==> config.mk <==
export PLATFORM = sky130hd
export DESIGN_NAME = base64_decoder
export DESIGN_NICKNAME = d
export VERILOG_FILES = /design/src/rtl/core/b64d_pkg.sv /design/src/rtl/core/b64d_front.sv /design/src/rtl/core/b64d_fifo.sv /design/src/rtl/core/b64d_back.sv /design/src/rtl/core/base64_decoder.sv
export SDC_FILE = /design/constraint.sdc
export NUM_CORES = 1
export LEC_CHECK = 0
export BUFFER_PORTS_ARGS = -buffer_cell sky130_fd_sc_hd__buf_2
export CAP_MARGIN = 10
export CORE_MARGIN = 3
export CORE_UTILIZATION = 35
export DETAILED_ROUTE_END_ITERATION = 16
export PLACE_DENSITY_LB_ADDON = 0.2
export REMOVE_ABC_BUFFERS = 1
export SLEW_MARGIN = 5
export SYNTH_ARGS = -nofsm -noshare
export SYNTH_HDL_FRONTEND = slang
export SYNTH_SLANG_ARGS = --single-unit
==> constraint.sdc <==
create_clock -name clk_i -period 3.7 [get_ports clk_i]
set_input_delay 0.74 -clock clk_i [delete_from_list [all_inputs] [get_ports clk_i]]
set_output_delay 0.74 -clock clk_i [all_outputs]
set_load 0.1 [all_outputs]
==> src/rtl/core/b64d_pkg.sv <==
// ----------------------------------------------------------------------------
// b64d_pkg: shared types and helpers for the base64 decoder
// Character mapping, pad code and the group record passed front to back.
// ----------------------------------------------------------------------------
package b64d_pkg;

  // Sextet code for '=' and any byte outside the alphabet
  localparam logic [6:0] PadSextet = 7'd64;

  // Group queue sizing
  localparam int unsigned GrpDepth = 4;
  localparam int unsigned GrpPtrW  = $clog2(GrpDepth);
  localparam int unsigned GrpCntW  = $clog2(GrpDepth + 1);

  // One closed group: up to three bytes, their count (1..3) and end flag
  typedef struct packed {
    logic [2:0][7:0] bytes;
    logic [1:0]      nbytes;
    logic            fin;
  } group_t;

  // Map one character to its sextet, pad for anything not in the alphabet
  function automatic logic [6:0] char_to_sextet(input logic [7:0] ch);
    logic [7:0] v;
    v = 8'd0;
    if (ch >= 8'h41 && ch <= 8'h5A) begin
      v = ch - 8'd65;
    end else if (ch >= 8'h61 && ch <= 8'h7A) begin
      v = ch - 8'd71;
    end else if (ch >= 8'h30 && ch <= 8'h39) begin
      v = ch + 8'd4;
    end else if (ch == 8'h2B) begin
      v = 8'd62;
    end else if (ch == 8'h2F) begin
      v = 8'd63;
    end else begin
      v = {1'b0, PadSextet};
    end
    return v[6:0];
  endfunction

endpackage

==> src/rtl/core/b64d_front.sv <==
// ----------------------------------------------------------------------------
// b64d_front: character intake and group assembly
// Maps characters to sextets, holds the open group and, when a group
// closes, forms its bytes and byte count and pushes them to the queue.
// ----------------------------------------------------------------------------
module b64d_front
  import b64d_pkg::*;
(
  input  logic       clk_i,
  input  logic       rst_ni,
  input  logic       in_valid_i,
  output logic       in_ready_o,
  input  logic [7:0] char_i,
  input  logic       final_i,
  input  logic       q_full_i,
  output logic       q_push_o,
  output group_t     q_data_o
);

  logic [2:0][6:0] store_q;
  logic [1:0]      cnt_q, cnt_d;
  logic [6:0]      cur;
  logic [3:0][6:0] s;
  logic            accept;
  logic            close;
  logic [1:0]      nb;

  assign in_ready_o = !q_full_i;
  assign accept     = in_valid_i && in_ready_o;
  assign cur        = char_to_sextet(char_i);
  assign close      = (cnt_q == 2'd3) || final_i;

  // Assemble the four group positions, missing ones are pads
  always_comb begin
    for (int k = 0; k < 4; k++) begin
      if (k < 3 && 2'(k) < cnt_q) begin
        s[k] = store_q[k[1:0]];
      end else if (k < 4 && 3'(k) == {1'b0, cnt_q}) begin
        s[k] = cur;
      end else begin
        s[k] = PadSextet;
      end
    end
  end

  // Byte count of the closed group
  always_comb begin
    priority if (s[0] == PadSextet) begin
      nb = 2'd0;
    end else if (s[2] == PadSextet) begin
      nb = 2'd1;
    end else if (s[3] == PadSextet) begin
      nb = 2'd2;
    end else begin
      nb = 2'd3;
    end
  end

  // Byte formation, pads take part with their code value
  always_comb begin
    q_data_o.bytes[0] = {s[0][5:0], 2'b00} | {5'b0, s[1][6:4]};
    q_data_o.bytes[1] = {s[1][3:0], 4'b0000} | {3'b0, s[2][6:2]};
    q_data_o.bytes[2] = {s[2][1:0], 6'b0} | {1'b0, s[3]};
    q_data_o.nbytes   = nb;
    q_data_o.fin      = final_i;
  end

  // Groups that yield no byte are dropped here
  assign q_push_o = accept && close && (nb != 2'd0);

  // Position count
  always_comb begin
    cnt_d = cnt_q;
    if (accept) begin
      cnt_d = close ? 2'd0 : cnt_q + 2'd1;
    end
  end

  always_ff @(posedge clk_i or negedge rst_ni) begin
    if (!rst_ni) begin
      cnt_q <= 2'd0;
    end else begin
      cnt_q <= cnt_d;
    end
  end

  // Sextet store, no reset needed
  always_ff @(posedge clk_i) begin
    if (accept && !close) begin
      store_q[cnt_q] <= cur;
    end
  end

endmodule

==> src/rtl/core/b64d_fifo.sv <==
// ----------------------------------------------------------------------------
// b64d_fifo: short group queue
// Decouples group assembly from byte output; one push and one pop a cycle.
// ----------------------------------------------------------------------------
module b64d_fifo
  import b64d_pkg::*;
(
  input  logic   clk_i,
  input  logic   rst_ni,
  input  logic   push_i,
  input  group_t push_data_i,
  output logic   full_o,
  input  logic   pop_i,
  output logic   empty_o,
  output group_t head_o
);

  group_t               mem_q [GrpDepth];
  logic [GrpPtrW-1:0]   wr_ptr_q, rd_ptr_q;
  logic [GrpCntW-1:0]   count_q;

  assign full_o  = (count_q == GrpCntW'(GrpDepth));
  assign empty_o = (count_q == '0);
  assign head_o  = mem_q[rd_ptr_q];

  // Pointers and fill level
  always_ff @(posedge clk_i or negedge rst_ni) begin
    if (!rst_ni) begin
      wr_ptr_q <= '0;
      rd_ptr_q <= '0;
      count_q  <= '0;
    end else begin
      if (push_i) begin
        wr_ptr_q <= (wr_ptr_q == GrpPtrW'(GrpDepth - 1)) ? '0 : wr_ptr_q + GrpPtrW'(1);
      end
      if (pop_i) begin
        rd_ptr_q <= (rd_ptr_q == GrpPtrW'(GrpDepth - 1)) ? '0 : rd_ptr_q + GrpPtrW'(1);
      end
      unique case ({push_i, pop_i})
        2'b10:   count_q <= count_q + GrpCntW'(1);
        2'b01:   count_q <= count_q - GrpCntW'(1);
        default: count_q <= count_q;
      endcase
    end
  end

  // Storage
  always_ff @(posedge clk_i) begin
    if (push_i) begin
      mem_q[wr_ptr_q] <= push_data_i;
    end
  end

endmodule

==> src/rtl/core/b64d_back.sv <==
// ----------------------------------------------------------------------------
// b64d_back: byte sequencer
// Walks the head group of the queue and presents its bytes one by one.
// ----------------------------------------------------------------------------
module b64d_back
  import b64d_pkg::*;
(
  input  logic       clk_i,
  input  logic       rst_ni,
  input  logic       q_empty_i,
  input  group_t     q_head_i,
  output logic       q_pop_o,
  output logic       out_valid_o,
  input  logic       out_ready_i,
  output logic [7:0] byte_o,
  output logic       group_last_o,
  output logic       stream_end_o
);

  logic [1:0] idx_q, idx_d;
  logic       take;

  assign out_valid_o  = !q_empty_i;
  assign byte_o       = q_head_i.bytes[idx_q];
  assign group_last_o = (idx_q == q_head_i.nbytes - 2'd1);
  assign stream_end_o = q_head_i.fin;

  assign take    = out_valid_o && out_ready_i;
  assign q_pop_o = take && group_last_o;

  // Byte index within the head group
  always_comb begin
    idx_d = idx_q;
    if (take) begin
      idx_d = group_last_o ? 2'd0 : idx_q + 2'd1;
    end
  end

  always_ff @(posedge clk_i or negedge rst_ni) begin
    if (!rst_ni) begin
      idx_q <= 2'd0;
    end else begin
      idx_q <= idx_d;
    end
  end

endmodule

==> src/rtl/core/base64_decoder.sv <==
// ----------------------------------------------------------------------------
// base64_decoder: streaming base64 decoder
// One character in per transaction, decoded bytes out one per transaction.
// ----------------------------------------------------------------------------
// Usage:
//   s_axis carries one character in tdata; tlast marks the final character
//   of the buffer. '=' and bytes outside the alphabet count as pad.
//   m_axis carries one decoded byte in tdata; tlast marks the last byte of
//   its group and tuser is set when the group was closed by a final char.
//   A group closes on its fourth character or on a final character and
//   yields 0 to 3 bytes; a group whose first character is pad yields none.
// Timing:
//   The input takes one character per cycle; s_axis_tready drops only while
//   the four-deep group queue between the two sides is full. A closed group
//   is queued when its closing character is accepted, and its first byte is
//   offered once it heads the queue; bytes then go out at one per cycle while
//   m_axis_tready is high, set by the single output port of the sequencer.
// Reset:
//   Clears the open group and empties the queue. A stalled receiver holds
//   the current byte steady and backs up the queue, then the input.
// ----------------------------------------------------------------------------
module base64_decoder
  import b64d_pkg::*;
(
  input  logic       clk_i,
  input  logic       rst_ni,
  input  logic       s_axis_tvalid,
  output logic       s_axis_tready,
  input  logic [7:0] s_axis_tdata,   // [7:0] char_in
  input  logic       s_axis_tlast,   // final_char
  output logic       m_axis_tvalid,
  input  logic       m_axis_tready,
  output logic [7:0] m_axis_tdata,   // [7:0] data_byte
  output logic       m_axis_tlast,   // group_last
  output logic       m_axis_tuser    // [0] stream_end
);

  logic   q_push, q_full, q_pop, q_empty;
  group_t q_wdata, q_head;

  // Intake and group assembly
  b64d_front u_front (
    .clk_i      (clk_i),
    .rst_ni     (rst_ni),
    .in_valid_i (s_axis_tvalid),
    .in_ready_o (s_axis_tready),
    .char_i     (s_axis_tdata),
    .final_i    (s_axis_tlast),
    .q_full_i   (q_full),
    .q_push_o   (q_push),
    .q_data_o   (q_wdata)
  );

  // Group queue
  b64d_fifo u_fifo (
    .clk_i       (clk_i),
    .rst_ni      (rst_ni),
    .push_i      (q_push),
    .push_data_i (q_wdata),
    .full_o      (q_full),
    .pop_i       (q_pop),
    .empty_o     (q_empty),
    .head_o      (q_head)
  );

  // Byte output
  b64d_back u_back (
    .clk_i        (clk_i),
    .rst_ni       (rst_ni),
    .q_empty_i    (q_empty),
    .q_head_i     (q_head),
    .q_pop_o      (q_pop),
    .out_valid_o  (m_axis_tvalid),
    .out_ready_i  (m_axis_tready),
    .byte_o       (m_axis_tdata),
    .group_last_o (m_axis_tlast),
    .stream_end_o (m_axis_tuser)
  );

endmodule
==> results_dict.tcl <==
set metrics [dict create \
    post-cts-setup-buffers 0 \
    routed_wl_um 13740 \
    root_buffer "clkbuf_16" \
    initial_core_util_pct 36.39 \
    status "completed" \
    fp.dieW_um 141.3 \
    path_clk_slew_ns 0.06 \
    synthFlopType "edfxtp_1" \
    dr_wl_met2_um 6978 \
    max_freq_mhz 286.2 \
    antenna_left 0 \
    area_delta_synth_final_pct 21.67 \
    period_minus_slack_ns 3.495 \
    synth_xor_area_share_pct 1.368 \
    p_total_mw 6.538 \
    synth-seq-area-share_pct 64.79 \
    antenna_found_initial 0 \
    io_buffers 24 \
    cts_buffers 17 \
    endpoint_kind "flip-flop" \
    arrival_ns 3.83 \
    met3_length_um 428 \
    path_max_fanout 4 \
    drc 0 \
    vias_per_cell 5.023 \
    final_cell_mix "edfxtp_1, buf_4, inv_1" \
    setup_violations 0 \
    drive_above_1_share_pct 28.80 \
    htreeDepth 4 \
    design.core.area_mm2 0.01760 \
    cts_buffer_depth 2 \
    yosys.area.top_type "edfxtp_1" \
    num_antenna_cells 0 \
    drv_slew 0 \
    max_slew_margin_pct 47.77 \
    yosys.area_share.simple_pct 8.538 \
    synth_cells 415 \
    finalClockSkew_ns 0.009142 \
    async_flop_share_pct 7.857 \
    start_kind "primary input" \
    track_usage_pct 14.54 \
    grt_start_max_net_pins 28 \
    power.leakage_nw 2.835 \
    dp_hpwl_um 9227 \
    highest_layer "met4" \
    rows 48 \
    clkLatencyLatePin_ns 0.41 \
    fin_crit_sh_pct 94.45 \
    hold_violations 0 \
    cts_tree "built" \
    overflow 0 \
    cpMaxStageDelayCell "or3b_4" \
    fillCellCount 1575 \
    synthAdderAreaFrac_pct 3.830 \
    grt_pass1_wl_um 21720 \
    synth_top_area_share_pct 60.49 \
    hold_class "in -> async" \
    synth_top_cells_by_area "edfxtp_1, mux4_2, dfrtp_1" \
    drt-pass1-iter-count 4 \
    syn_area_per_cell_um2 15.43 \
    drt_iter0_markers 234 \
    crit_required_ns 4.03 \
    synth_warnings 0 \
    final_common_cell "edfxtp_1" \
    synth_compound_area_share_pct 7.014 \
    clock-sinks 140 \
    wl_per_cell_um 18.95 \
    ios 25 \
    vias 3642 \
    worstMarginPinSlew_ns 0.7835 \
    worstSetupPathType "in -> reg" \
    maxCapViolCount 0 \
    synth_edf_count 129 \
    whs_ns 0.2070 \
    r2r_cells 12 \
    power_density_mw_per_mm2 839.2 \
    die-area_mm2 0.01996 \
    ys_types 54 \
    ir_worst_vdd_uv 570.8 \
    slowest_delay_ns 0.40 \
    totalNegativeSetupSlack_ns 0 \
    crit_top_cell "inv_1" \
    ys_ff_latch 140 \
    met1_length_um 6166 \
    gp_congestion 0.8393 \
    synth_top_family_by_area "multiplexers" \
    path_cells "buf_2 > inv_1 > ha_1 > and4bb_1 > a311oi_4 > buf_4 > nand3_1 > buf_4 > nor2_1 > or3b_4 > o31ai_4 > a31oi_4 > inv_1 > ha_1 > inv_1 > fa_1 > xor2_1 > nor2_1 > xor2_1" \
    nets 519 \
    synth_mux_area_share_pct 11.57 \
    die_h_um 141.3 \
    grt_pass1_vias 3854 \
    synth.cell_area_mm2 0.006404 \
]
-- worst paths after layout --
| path | from | endpoint | slack (ns) |
|---|---|---|---|
| worst max register to register | u_fifo.rd_ptr_q[0] | u_fifo.count_q[2] | 0.57 |
| worst min-delay path | rst_ni | u_back.idx_q[0] | 0.21 |
| worst max-delay path | s_axis_tdata[1] | u_fifo.count_q[2] | 0.21 |
| min in group clk_i | u_fifo.count_q[2] | u_fifo.count_q[2] | 0.49 |
| max in group asynchronous | rst_ni | u_fifo.rd_ptr_q[0] | 3.25 |
| worst min register to register | u_fifo.count_q[2] | u_fifo.count_q[2] | 0.49 |
-- state kept, by name, indices dropped and copies added (netlist names) --
name	cells
u_fifo.wr_ptr_q	2
u_back.idx_q	2
u_front.store_q	21
u_front.cnt_q	2
u_fifo.mem_q	108
u_fifo.rd_ptr_q	2
u_fifo.count_q	3
-- layout make-up --
cell class	count	area, µm²	share of cell area [%]
flip-flops and latches	140	4150	53.27
clock inverters	14	198.9	2.553
clock buffers	18	429.2	5.508
repair buffers	68	540.5	6.938
well taps	225	281.5	3.613
multi-input cells	230	2078	26.67
inverters	30	112.6	1.445
-- critical path: cells and delay by family --
kind / cells / cell delay [ns]
simple gates: 5 / 1.04
fa+ha+maj: 3 / 0.75
buf+inv: 6 / 0.59
compound gates: 3 / 0.42
xor+xnor: 2 / 0.31
-- metrics by stage --
stage          instance area (µm²)  std cells  setup WS [ns]  utilization (%)
3_3_place_gp                  7154        693        -0.1171            40.66
4_1_cts                       7782        725         0.1459            44.23
3_5_place_dp                  7154        693        -0.2621            40.66
6_report                      7791        725         0.2054            44.28
5_1_grt                       7791        725      -0.005853            44.28
2_1_floorplan                 6331        400         -1.590                -
-- power by group --
group / leakage, nW / switching [mW] / internal (mW)
combinational: 1.23 / 1.68 / 0.836
sequential: 1.30 / 0.154 / 2.08
clock: 0.300 / 0.609 / 1.19
-- metal layers --
metal / vias up / global-route usage [%]
li1: 1725 / -
met1: 1853 / 19.22
met2: 54 / 24.05
met3: 10 / 3.370
met4: 0 / 4.386
met5: - / 0
-- synth_stat cells, drive strengths merged (3+ instances only) --
master and count:
and2 13, inv 30, mux2i 8, a21o 4, a21oi 9, o21ai 19, edfxtp 129, clkbuf 8
or3 3, a22o 4, nor3 5, nand3 13, nor2 15, mux4 27, o31ai 3, nand2b 6
nor2b 7, xnor2 8, mux2 4, nand2 27, o22ai 10, dfrtp 11, ha 18, buf 7
-- timing repair --
item | CTS | global route
endpoints found under the hold margin | 0 | 0
gates resized for setup | 0 | 2
hold buffers | 0 | 0
setup endpoints to repair | 0 | 1
-- kinds of logic after synthesis --
logic type	Yosys count
xor+xnor	10
simple gates	100
fa+ha+maj	19
mux	39
flops	140
buf+inv	45
compound gates	62
Note: power is estimated with default switching activity, not from simulation.
